### config.mk
export PLATFORM = sky130hd
export DESIGN_NAME = vmm_cfg
export DESIGN_NICKNAME = d
export VERILOG_FILES = /design/src/hw/rtl/vmm_pkg.sv /design/src/hw/rtl/vmm_cfg.sv
export SDC_FILE = /design/constraint.sdc
export NUM_CORES = 1
export LEC_CHECK = 0
export BUFFER_PORTS_ARGS = -buffer_cell sky130_fd_sc_hd__buf_2
export CAP_MARGIN = 40
export CORE_ASPECT_RATIO = 1.1
export CORE_UTILIZATION = 30
export DETAILED_ROUTE_END_ITERATION = 10
export GPL_ROUTABILITY_DRIVEN = 0
export PLACE_DENSITY = 0.52
export SYNTH_ARGS = -nofsm -noshare
export SYNTH_HDL_FRONTEND = slang
export SYNTH_SLANG_ARGS = --single-unit
### constraint.sdc
create_clock -name clk -period 2.4 [get_ports clk]
set_input_delay 0.36 -clock clk [delete_from_list [all_inputs] [get_ports clk]]
set_output_delay 0.36 -clock clk [all_outputs]
set_load 0.03 [all_outputs]
### src/hw/rtl/vmm_pkg.sv
// ----------------------------------------------------------------------------
// vmm_pkg
// Shared types, widths and helpers of the vector-matrix multiply unit.
// ----------------------------------------------------------------------------
`default_nettype none

package vmm_pkg;

  localparam int IDX_W          = 10;
  localparam int DATA_W         = 32;
  localparam int LEN_W          = 11;
  localparam int MAX_LENGTH_DEF = 1024;
  localparam int RESET_LENGTH   = 1024;

  typedef enum logic {
    OP_LOAD   = 1'b0,
    OP_MATRIX = 1'b1
  } op_t;

  typedef struct packed {
    op_t                        operation;
    logic [IDX_W-1:0]           row;
    logic [IDX_W-1:0]           column;
    logic signed [DATA_W-1:0]   value;
  } in_item_t;

  typedef struct packed {
    logic [IDX_W-1:0]           result_column;
    logic signed [DATA_W-1:0]   column_sum;
    logic                       final_res;
  } out_item_t;

  // width that holds both the length register and the largest length
  function automatic int cmp_width(input int max_length);
    int lw;
    lw = $clog2(max_length + 1);
    return (lw > LEN_W) ? lw : LEN_W;
  endfunction

endpackage

`default_nettype wire

### src/hw/rtl/vmm_cfg.sv
// ----------------------------------------------------------------------------
// vmm_cfg
// Length register: clamps the written length to 1..MAX_LENGTH and keeps the
// index of the last row in use.
// ----------------------------------------------------------------------------
`default_nettype none

module vmm_cfg #(
  parameter int MAX_LENGTH = vmm_pkg::MAX_LENGTH_DEF
) (
  input  wire logic                                       clk,
  input  wire logic                                       rst_n,
  input  wire logic                                       cfg_we,
  input  wire logic [vmm_pkg::LEN_W-1:0]                  cfg_wdata,
  output logic      [vmm_pkg::cmp_width(MAX_LENGTH)-1:0]  last_row
);

  localparam int CW        = vmm_pkg::cmp_width(MAX_LENGTH);
  localparam int RST_LEN   = (MAX_LENGTH < vmm_pkg::RESET_LENGTH) ?
                             MAX_LENGTH : vmm_pkg::RESET_LENGTH;
  localparam logic [CW-1:0] MAX_V    = CW'(MAX_LENGTH);
  localparam logic [CW-1:0] RST_LAST = CW'(RST_LEN - 1);

  logic [CW-1:0] last_r;
  logic [CW-1:0] last_nxt;
  logic [CW-1:0] wr_ext;
  logic [CW-1:0] len;

  always_comb begin
    wr_ext = CW'(cfg_wdata);
    if (wr_ext == '0) begin
      len = CW'(1);
    end else if (wr_ext > MAX_V) begin
      len = MAX_V;
    end else begin
      len = wr_ext;
    end
    last_nxt = len - CW'(1);
  end

  always_ff @(posedge clk) begin
    if (!rst_n) begin
      last_r <= RST_LAST;
    end else if (cfg_we) begin
      last_r <= last_nxt;
    end
  end

  assign last_row = last_r;

endmodule

`default_nettype wire

## Word level (Yosys, flattened, before mapping)

Index checks and enable logic that the tools add are counted.

| word-level totals | value |
|---|---|
| bits in writable memories | 0 |
| ROM bits | 0 |
| input bits | 14 |
| word-level logic and storage cells | 6 |
| output and inout port bits | 11 |
| memories | 0 |
| latch bits | 0 |
| flip-flop bits (word level) | 11 |

| operators by class | value |
|---|---|
| equal/unequal tests | 0 |
| bitwise operators | 0 |
| shift operators | 0 |
| div/mod/pow operators | 0 |
| muxes and demuxes | 2 |
| $add $sub $neg | 1 |
| $lt $le $gt $ge | 1 |
| reductions and logical operators | 1 |
| multipliers | 0 |

Operators with widths:

| kind | number |
|---|---|
| $mux 11 | 2 |
| $gt 11x11->1 const B | 1 |
| $logic_not 11->1 | 1 |
| $sub 11x1->11 const B | 1 |

## Longest topological paths before layout

Gate-level depths: netlist of run 1.

| depth | value |
|---|---|
| depth after elaboration | 4 |
| gate-level depth with buffers | 8 |
| depth with buffers taken out | 8 |

## Worst setup path after synthesis of run 1

Ideal clock, no wire load.

| timing path | value |
|---|---|
| kind | input port to flip-flop |
| start | input port cfg_wdata[6] in the netlist's numbering |
| end | register last_r[4] (netlist: last_row[4]) |
| data required time | 2.275 ns |
| arrival | 1.948 ns |
| stages | 8 |
| buffers on the path | 0 |
| setup slack | 0.327 ns |
| cell sequence | nor4_2 -> a31oi_1 -> or2_2 -> ha_1 -> nor3b_1 -> xor2_1 -> a211oi_1 -> a211oi_1 |

| on the way | value |
|---|---|
| word-level cells in the longest chain between the ends | 4 |

Ends and longest elaborated chain:

| item | RTL line | source |
|---|---|---|
| start: declaration | vmm_cfg.sv:14 | `input wire logic [vmm_pkg::LEN_W-1:0] cfg_wdata,` |
| $gt 11x11->1 | vmm_cfg.sv:33 | `end else if (wr_ext > MAX_V) begin` |
| $mux 11 | vmm_cfg.sv:33 |  |
| $mux 11 * | vmm_cfg.sv:31 | `if (wr_ext == '0) begin` |
| $sub 11x1->11 * | vmm_cfg.sv:38 | `last_nxt = len - CW'(1);` |
| end signal: assignment | vmm_cfg.sv:45 | `last_r <= last_nxt;` |
| end: declaration | vmm_cfg.sv:24 | `logic [CW-1:0] last_r;` |

Mark *: on every way between the ends. The rest lies on a longest branch, timed or not.
A chain may end at the register's enable or synchronous reset.

## Worst setup path in the final report of run 1

| timing path | value |
|---|---|
| start | input port cfg_wdata[8] in the netlist's numbering |
| end | register last_r[4] (netlist: last_row[4]) |

Same word-level chain as after synthesis.

==> report_table.html, run 1 <==
<table>
<tr><th>Metric</th><th>Value</th></tr>
<tr><th colspan="2">Outcome</th></tr>
<tr><td>Run status</td><td>finished clean</td></tr>
<tr><th colspan="2">Final layout</th></tr>
<tr><td>Number of diodes</td><td>0</td></tr>
<tr><td>Fraction of the core area covered by cells at the end of the flow</td><td>between 40 and 50%</td></tr>
<tr><td>Layout Nets</td><td>approximately 120</td></tr>
<tr><td>Design Area, Final</td><td>around 820 um2</td></tr>
<tr><td>Final Non-Filler Cells</td><td>~130</td></tr>
<tr><td>Fraction of layout instances using a drive strength above 1</td><td>between 30% and 40%</td></tr>
<tr><td>Number of flip-flops in the largest register</td><td>11</td></tr>
<tr><td>Synthesis-to-layout area growth</td><td>30.5%</td></tr>
<tr><th colspan="2">Critical path</th></tr>
<tr><td>Number of buffer and inverter instances along the worst setup path</td><td>1</td></tr>
<tr><td>Gate family responsible for the most delay along the worst path</td><td>simple AND/OR/NAND/NOR gates</td></tr>
<tr><td>Kind of start point of the critical path</td><td>input pin</td></tr>
<tr><td>Critical Path, Cell by Cell</td><td>buf_2 -&gt; nor3_1 -&gt; a31oi_1 -&gt; or2_2 -&gt; ha_1 -&gt; nor3b_1 -&gt; xor2_1 -&gt; a211oi_1 -&gt; a211oi_1</td></tr>
<tr><td>Maximum fanout along the worst path</td><td>7</td></tr>
<tr><td>Cell repeated most along the worst path</td><td>a211oi_1</td></tr>
<tr><td>Worst path required time</td><td>~2.6 ns</td></tr>
<tr><td>CP Capture Type</td><td>flop</td></tr>
<tr><td>Slowest stage cell, crit path</td><td>nor3_1</td></tr>
<tr><td>Largest stage delay, worst path</td><td>around 0.32 ns</td></tr>
<tr><td>Crit path DAT</td><td>~2.1 ns</td></tr>
<tr><td>Minimum setup slack among reg-to-reg paths</td><td>between 1.5 and 2 ns</td></tr>
<tr><td>Class of the most critical setup path</td><td>in2reg</td></tr>
<tr><th colspan="2">Logic synthesis</th></tr>
<tr><td>FFs w/ async S/R, synth</td><td>0%</td></tr>
<tr><td>Biggest area consumer among synthesized cells</td><td>dfxtp_1</td></tr>
<tr><td>Library cell with the highest instance count after synthesis</td><td>dfxtp_1</td></tr>
<tr><td>Sequential fraction of the synthesis area</td><td>roughly a third</td></tr>
<tr><td>Post-Syn Nets</td><td>93</td></tr>
<tr><td>Post-synthesis cell type count</td><td>29</td></tr>
<tr><td>Area share of the largest cell type after synthesis</td><td>about a third</td></tr>
<tr><td>Post-synth top flop</td><td>dfxtp_1</td></tr>
<tr><td>Combined area of all synthesized cells</td><td>approximately 630 um2</td></tr>
<tr><td>Number of flip-flops and latches in the synthesized netlist</td><td>11</td></tr>
<tr><td>Post-synth top cells</td><td>dfxtp_1, nand2_1, nand2b_1, nor2_1</td></tr>
<tr><td>Mean Syn Cell Area</td><td>about 8.0 um2</td></tr>
<tr><td>Mapped Cells</td><td>78</td></tr>
<tr><td>Number of synthesized flops with an enable pin</td><td>0</td></tr>
<tr><td>Synthesis Warnings</td><td>0</td></tr>
<tr><td>Cell types occupying the most area after synthesis</td><td>dfxtp_1, nand2b_1, a211oi_1</td></tr>
<tr><th colspan="2">Power and ir drop</th></tr>
<tr><td>Clock network fraction of design power</td><td>between 30% and 40%</td></tr>
<tr><td>Switching power summed over all nets</td><td>approximately 0.14 mW</td></tr>
<tr><td>Power Dens Cells</td><td>roughly 530 nW/um2</td></tr>
<tr><td>Worst vdd rail ir drop</td><td>around 0.22 mV</td></tr>
<tr><td>Lkg Pwr</td><td>~0.32 nW</td></tr>
<tr><td>Switching part of the total</td><td>around a third</td></tr>
<tr><td>Reg power frac</td><td>45.7%</td></tr>
<tr><td>Total power</td><td>around 0.43 mW</td></tr>
<tr><td>Cell Int Power</td><td>approximately 0.30 mW</td></tr>
<tr><td>Combinational Power Share</td><td>between 20% and 30%</td></tr>
<tr><th colspan="2">Clocking</th></tr>
<tr><td>Cts bufs inserted</td><td>3</td></tr>
<tr><td>Number of clock sinks</td><td>11</td></tr>
<tr><td>Total setup buffers inserted after CTS</td><td>0</td></tr>
<tr><td>Post-cts sizing count</td><td>0</td></tr>
<tr><td>Hold buffers post-CTS</td><td>0</td></tr>
<tr><td>Root cell of the clock tree</td><td>clkbuf_4</td></tr>
<tr><td>TritonCTS clock tree</td><td>done</td></tr>
<tr><td>Latest clock arrival within the worst-skew pair</td><td>around 0.27 ns</td></tr>
<tr><td>Clock transition time at the flip-flop clock pins of the worst setup and hold paths</td><td>approximately 0.08 ns</td></tr>
<tr><td>Worst-case clock buffer depth</td><td>2</td></tr>
<tr><td>H-tree levels</td><td>1</td></tr>
<tr><th colspan="2">Floorplan</th></tr>
<tr><td>I/O pin total</td><td>25</td></tr>
<tr><td>Floorplan row count</td><td>16</td></tr>
<tr><td>Initial Util</td><td>roughly 34%</td></tr>
<tr><td>Die Outline Area</td><td>around 2300 um2</td></tr>
<tr><td>Area inside the core boundary</td><td>around 1900 um2</td></tr>
<tr><td>Chip height</td><td>49.9 um</td></tr>
<tr><td>Die X</td><td>approximately 46 um</td></tr>
<tr><th colspan="2">STA</th></tr>
<tr><td>Pin slew with the least headroom to its limit</td><td>around 0.33 ns</td></tr>
<tr><td>Max Fclk</td><td>~0.5 GHz</td></tr>
<tr><td>Hold Fails Final Rpt</td><td>0</td></tr>
<tr><td>Worst-case hold slack</td><td>around 0.35 ns</td></tr>
<tr><td>Post-route clock period utilization</td><td>81.0%</td></tr>
<tr><td>Setup ws final</td><td>0.456 ns</td></tr>
<tr><td>Final number of max-transition violations</td><td>0</td></tr>
<tr><td>Post-Route Skew</td><td>0 ns</td></tr>
<tr><td>Total Neg Setup Slack</td><td>0 ns</td></tr>
<tr><td>Final worst path period need</td><td>between 1.5 and 2 ns</td></tr>
<tr><td>Max-slew headroom</td><td>77.8%</td></tr>
<tr><td>Total setup violations reported at the end of the flow</td><td>0</td></tr>
<tr><td>Unrepaired setup endpoints after global routing</td><td>false</td></tr>
<tr><th colspan="2">Detailed routing</th></tr>
<tr><td>DRC errors left</td><td>0</td></tr>
<tr><td>Mean number of vias per cell</td><td>between 5 and 6</td></tr>
<tr><td>Final routed wire length divided by cell count</td><td>approximately 12 um</td></tr>
<tr><td>Via Count</td><td>between 600 and 700</td></tr>
<tr><td>Post-route antenna net violation count</td><td>0</td></tr>
<tr><td>Wire length after detailed routing</td><td>between 1.5 and 2 mm</td></tr>
<tr><td>Pre-antenna DRT Iters</td><td>4</td></tr>
<tr><td>Initial DRC count</td><td>9</td></tr>
<tr><th colspan="2">Place</th></tr>
<tr><td>Post-place setup slack</td><td>0.174 ns</td></tr>
<tr><td>Dpl cell area</td><td>792 um2</td></tr>
<tr><td>Cell count after placement</td><td>129</td></tr>
<tr><td>HPWL Detailed</td><td>around 1.2 mm</td></tr>
<tr><td>Input/output buffers</td><td>24</td></tr>
<tr><th colspan="2">Global route</th></tr>
<tr><td>Overall routing resource usage</td><td>between 10% and 20%</td></tr>
<tr><td>First-pass GRT wire length</td><td>2.66 mm</td></tr>
<tr><td>Antenna violations before repair</td><td>0</td></tr>
<tr><td>Vias in the first global route</td><td>roughly 600</td></tr>
<tr><td>Global route total overflow</td><td>0</td></tr>
<tr><td>Largest net degree at the start of global routing</td><td>15</td></tr>
<tr><th colspan="2">Min path</th></tr>
<tr><td>Hold Crit Class</td><td>in2reg</td></tr>
<tr><th colspan="2">Job</th></tr>
<tr><td>Maximum capacitance violations</td><td>0</td></tr>
</table>
logic make-up (layout without fill, tap and decap cells):
family	count (synthesis)	count (layout)	synth area share (%)
AOI/OAI and AO/OA	21	21	23.2
xor gates and xnor gates	2	2	2.79
adders and majority gates	1	1	2.00
buffers and inverters	4	32	2.39
DFF	11	11	35.1
muxes	1	1	1.60
and+or+nand+nor	38	38	32.9
layer usage:
| metal | track usage [%] | vias to the layer above | wire [um] |
|---|---|---|---|
| met5 | 0 | - | 0 |
| met3 | 4.03 | 2 | 94 |
| met2 | 25.2 | 24 | 752 |
| met4 | 8.08 | 0 | 14 |
| li1 | - | 349 | - |
| met1 | 20.3 | 292 | 765 |
worst reg2reg max path, delay by kind of cell, from the launching register on:
family	cells	cell delay, ns
compound gates	1	0.15
flops	1	0.32
simple gates	1	0.07
power groups by stage:
stage               Sequential (mW)  Combinational, mW  Clock (mW)
floorplan                     0.225             0.0433           0
global placement              0.202              0.105           0
detailed placement            0.203              0.105           0
CTS                           0.198              0.105       0.138
global route                  0.200              0.114       0.153
finish                        0.198              0.105       0.131
cell type report:
cell class / instances / area (um2)
Timing Repair Buffer: 27 / 143
Fill cell: 204 / 1040
Sequential cell: 11 / 220
Tap cell: 27 / 33.8
Clock buffer: 4 / 26.3
Inverter: 1 / 3.75
Multi-Input combinational cell: 63 / 392
placed cells by master (no fill, tap or decap), types with 2 or more instances in the layout:
| cell type | n |
|---|---|
| buf_4 | 3 |
| nand2_1 | 8 |
| a211o_1 | 2 |
| o31ai_1 | 2 |
| a21oi_1 | 2 |
| nand2b_1 | 8 |
| a31oi_1 | 4 |
| nor3b_1 | 2 |
| clkbuf_4 | 3 |
| dfxtp_1 | 11 |
| nor2_1 | 8 |
| a211oi_1 | 4 |
| or3_1 | 2 |
| nand3_1 | 3 |
| nor3_1 | 2 |
| o21ai_0 | 3 |
| buf_2 | 24 |
path summary, 6_finish.rpt:
path,start,end,depth (start not counted)
worst max-delay path,cfg_wdata[8],last_row[4],9
worst min-delay path,rst_n,last_row[0],2
worst max register to register,last_row[0],last_row[0],2
worst min register to register,last_row[7],last_row[7],2
No activity file was read; power rests on OpenSTA's default activity.
==> inputs of run 2 (changes only) <==
- clock period: 2.4 -> 1.9 ns (I/O delays scaled with it)
==> report_table.html, run 2 (synthesized netlist as in run 1, its figures left out) <==
<table>
<tr><th>Metric</th><th>Value</th></tr>
<tr><th colspan="2">Clocking</th></tr>
<tr><td>Root cell of the clock tree</td><td>clkbuf_4</td></tr>
<tr><td>Clock transition time at the flip-flop clock pins of the worst setup and hold paths</td><td>0.07 ns (about the same)</td></tr>
<tr><td>Number of clock sinks</td><td>11 (unchanged)</td></tr>
<tr><td>Post-cts sizing count</td><td>0 (unchanged)</td></tr>
<tr><td>TritonCTS clock tree</td><td>done</td></tr>
<tr><td>Hold buffers post-CTS</td><td>0 (unchanged)</td></tr>
<tr><td>Latest clock arrival within the worst-skew pair</td><td>0.27 ns (about the same)</td></tr>
<tr><td>Worst-case clock buffer depth</td><td>2 (unchanged)</td></tr>
<tr><td>Total setup buffers inserted after CTS</td><td>0 (unchanged)</td></tr>
<tr><td>H-tree levels</td><td>1 (unchanged)</td></tr>
<tr><td>Cts bufs inserted</td><td>3 (unchanged)</td></tr>
<tr><th colspan="2">Detailed routing</th></tr>
<tr><td>DRC errors left</td><td>0 (unchanged)</td></tr>
<tr><td>Initial DRC count</td><td>16 (+7)</td></tr>
<tr><td>Wire length after detailed routing</td><td>1.67 mm (+2.8%)</td></tr>
<tr><td>Post-route antenna net violation count</td><td>0 (unchanged)</td></tr>
<tr><td>Final routed wire length divided by cell count</td><td>11.6 um (-5.1%)</td></tr>
<tr><td>Via Count</td><td>726 (+8.8%)</td></tr>
<tr><td>Mean number of vias per cell</td><td>5.04 (+0.53%)</td></tr>
<tr><td>Pre-antenna DRT Iters</td><td>4 (unchanged)</td></tr>
<tr><th colspan="2">Critical path</th></tr>
<tr><td>Worst path required time</td><td>2.06 ns (-0.49 ns)</td></tr>
<tr><td>Class of the most critical setup path</td><td>in2reg</td></tr>
<tr><td>Crit path DAT</td><td>1.84 ns (-0.26 ns)</td></tr>
<tr><td>Kind of start point of the critical path</td><td>input pin</td></tr>
<tr><td>CP Capture Type</td><td>flop</td></tr>
<tr><td>Maximum fanout along the worst path</td><td>4 (-3)</td></tr>
<tr><th colspan="2">Global route</th></tr>
<tr><td>Global route total overflow</td><td>0 (unchanged)</td></tr>
<tr><td>Largest net degree at the start of global routing</td><td>15 (unchanged)</td></tr>
<tr><td>Vias in the first global route</td><td>657 (+8.6%)</td></tr>
<tr><td>Overall routing resource usage</td><td>17.5% (+1.3 points)</td></tr>
<tr><td>First-pass GRT wire length</td><td>2.84 mm (+6.7%)</td></tr>
<tr><td>Antenna violations before repair</td><td>0 (unchanged)</td></tr>
<tr><th colspan="2">Place</th></tr>
<tr><td>HPWL Detailed</td><td>1.30 mm (+5.4%)</td></tr>
<tr><td>Input/output buffers</td><td>24 (unchanged)</td></tr>
<tr><th colspan="2">Floorplan</th></tr>
<tr><td>Chip height</td><td>49.9 um (unchanged)</td></tr>
<tr><td>Area inside the core boundary</td><td>1860 um2 (unchanged)</td></tr>
<tr><td>Die Outline Area</td><td>2280 um2 (unchanged)</td></tr>
<tr><td>Floorplan row count</td><td>16 (unchanged)</td></tr>
<tr><td>Die X</td><td>45.6 um (unchanged)</td></tr>
<tr><td>Initial Util</td><td>33.7% (unchanged)</td></tr>
<tr><td>I/O pin total</td><td>25 (unchanged)</td></tr>
<tr><th colspan="2">Final layout</th></tr>
<tr><td>Fraction of layout instances using a drive strength above 1</td><td>40.2% (+8.1 points)</td></tr>
<tr><td>Number of diodes</td><td>0 (unchanged)</td></tr>
<tr><td>Most frequent cells in the layout</td><td>buf_2, buf_4, dfxtp_1</td></tr>
<tr><td>Synthesis-to-layout area growth</td><td>46.3%</td></tr>
<tr><td>Multi-input combinational cell area</td><td>408 um2 (+4.2%)</td></tr>
<tr><td>Seq. cell area</td><td>220 um2 (unchanged)</td></tr>
<tr><td>Number of flip-flops in the largest register</td><td>11 (unchanged)</td></tr>
<tr><td>Layout Nets</td><td>133 (+9.0%)</td></tr>
<tr><td>Fillcell total</td><td>214 (+4.9%)</td></tr>
<tr><td>Fraction of the core area covered by cells at the end of the flow</td><td>49.3% (+5.3 points)</td></tr>
<tr><td>Most common library cell in the layout ignoring fill and taps</td><td>buf_2</td></tr>
<tr><th colspan="2">Outcome</th></tr>
<tr><td>Run status</td><td>finished clean</td></tr>
<tr><th colspan="2">STA</th></tr>
<tr><td>Worst-case hold slack</td><td>0.273 ns (-0.0755 ns)</td></tr>
<tr><td>Pin slew with the least headroom to its limit</td><td>0.255 ns (-0.0753 ns)</td></tr>
<tr><td>Max-slew headroom</td><td>82.8% (+4.9 points)</td></tr>
<tr><td>Total setup violations reported at the end of the flow</td><td>0 (unchanged)</td></tr>
<tr><td>Post-Route Skew</td><td>0 ns (unchanged)</td></tr>
<tr><td>Max Fclk</td><td>slightly below 0.6 GHz</td></tr>
<tr><td>Unrepaired setup endpoints after global routing</td><td>false</td></tr>
<tr><td>Final worst path period need</td><td>1.68 ns</td></tr>
<tr><td>Final number of max-transition violations</td><td>0 (unchanged)</td></tr>
<tr><td>Hold Fails Final Rpt</td><td>0 (unchanged)</td></tr>
<tr><td>Post-route clock period utilization</td><td>between 80% and 90%</td></tr>
<tr><th colspan="2">Job</th></tr>
<tr><td>Maximum capacitance violations</td><td>0 (unchanged)</td></tr>
<tr><th colspan="2">Power and ir drop</th></tr>
<tr><td>Power Dens Cells</td><td>627 nW/um2 (+18%)</td></tr>
<tr><td>Worst vdd rail ir drop</td><td>0.362 mV (+61%)</td></tr>
<tr><td>Lkg Pwr</td><td>0.371 nW (+17%)</td></tr>
<tr><th colspan="2">Min path</th></tr>
<tr><td>Hold Crit Class</td><td>in2reg</td></tr>
</table>
==> run 2: cell types whose count changed in the layout (fill, tap and decap cells not counted) <==
cell | before | now
nor3_2 | 0 | 1
ha_1 | 1 | 0
buf_4 | 3 | 14
nor3_1 | 2 | 1
nor4_2 | 1 | 0
nor4_4 | 0 | 1
ha_2 | 0 | 1
==> run 2: power breakdown <==
part	leakage [nW]	total (mW)	internal, mW	switching, mW
Clock	0.0150	0.170	0.0813	0.0883
Combinational	0.265	0.155	0.0661	0.0891
Sequential	0.0908	0.250	0.244	0.00586
==> run 2: worst max-delay path, stage by stage <==
cell and delay [ns]:
buf_2 0.12, nor4_4 0.29, a31oi_1 0.14, or2_2 0.29, ha_2 0.19, nand2b_1 0.10, nor4_1 0.05, o311ai_1 0.28
nand3_1 0.10
==> run 2: worst paths after layout <==
check	start	end	slack (ns)	cells past startpoint
hold / removal	rst_n	last_row[2]	0.27	2
setup reg to reg	last_row[4]	last_row[4]	1.25	2
setup / recovery	cfg_wdata[4]	last_row[8]	0.22	9
hold reg to reg	last_row[2]	last_row[2]	0.47	2
==> run 2: layout make-up <==
type,instances,share of cell area (%)
well taps,27,3.68
clock buffers,4,2.86
flip-flops and latches,11,24.0
inverters,1,0.409
repair buffers,38,24.6
multi-input cells,63,44.5
==> run 2: stage by stage <==
stage | TNS (ns) | instance area [um2] | power (mW) | cells | worst slack, ns
after global routing | 0 | 917 | 0.611 | 144 | 0.0575
after floorplan | 0 | 643 | 0.340 | 78 | 0.0354
after detailed placement | -0.156 | 891 | 0.411 | 140 | -0.0877
final | 0 | 917 | 0.575 | 144 | 0.217
after CTS | 0 | 917 | 0.581 | 144 | 0.190
after global placement | -0.104 | 891 | 0.410 | 140 | -0.0551
==> run 2: per-layer routing <==
metal / vias to the layer above / GRT usage (%) / share of wire (%)
met5: - / 0 / 0
met4: 0 / 9.09 / 2.4
met3: 4 / 3.30 / 6.1
met2: 25 / 27.1 / 46
met1: 328 / 22.3 / 46
li1: 369 / - / -
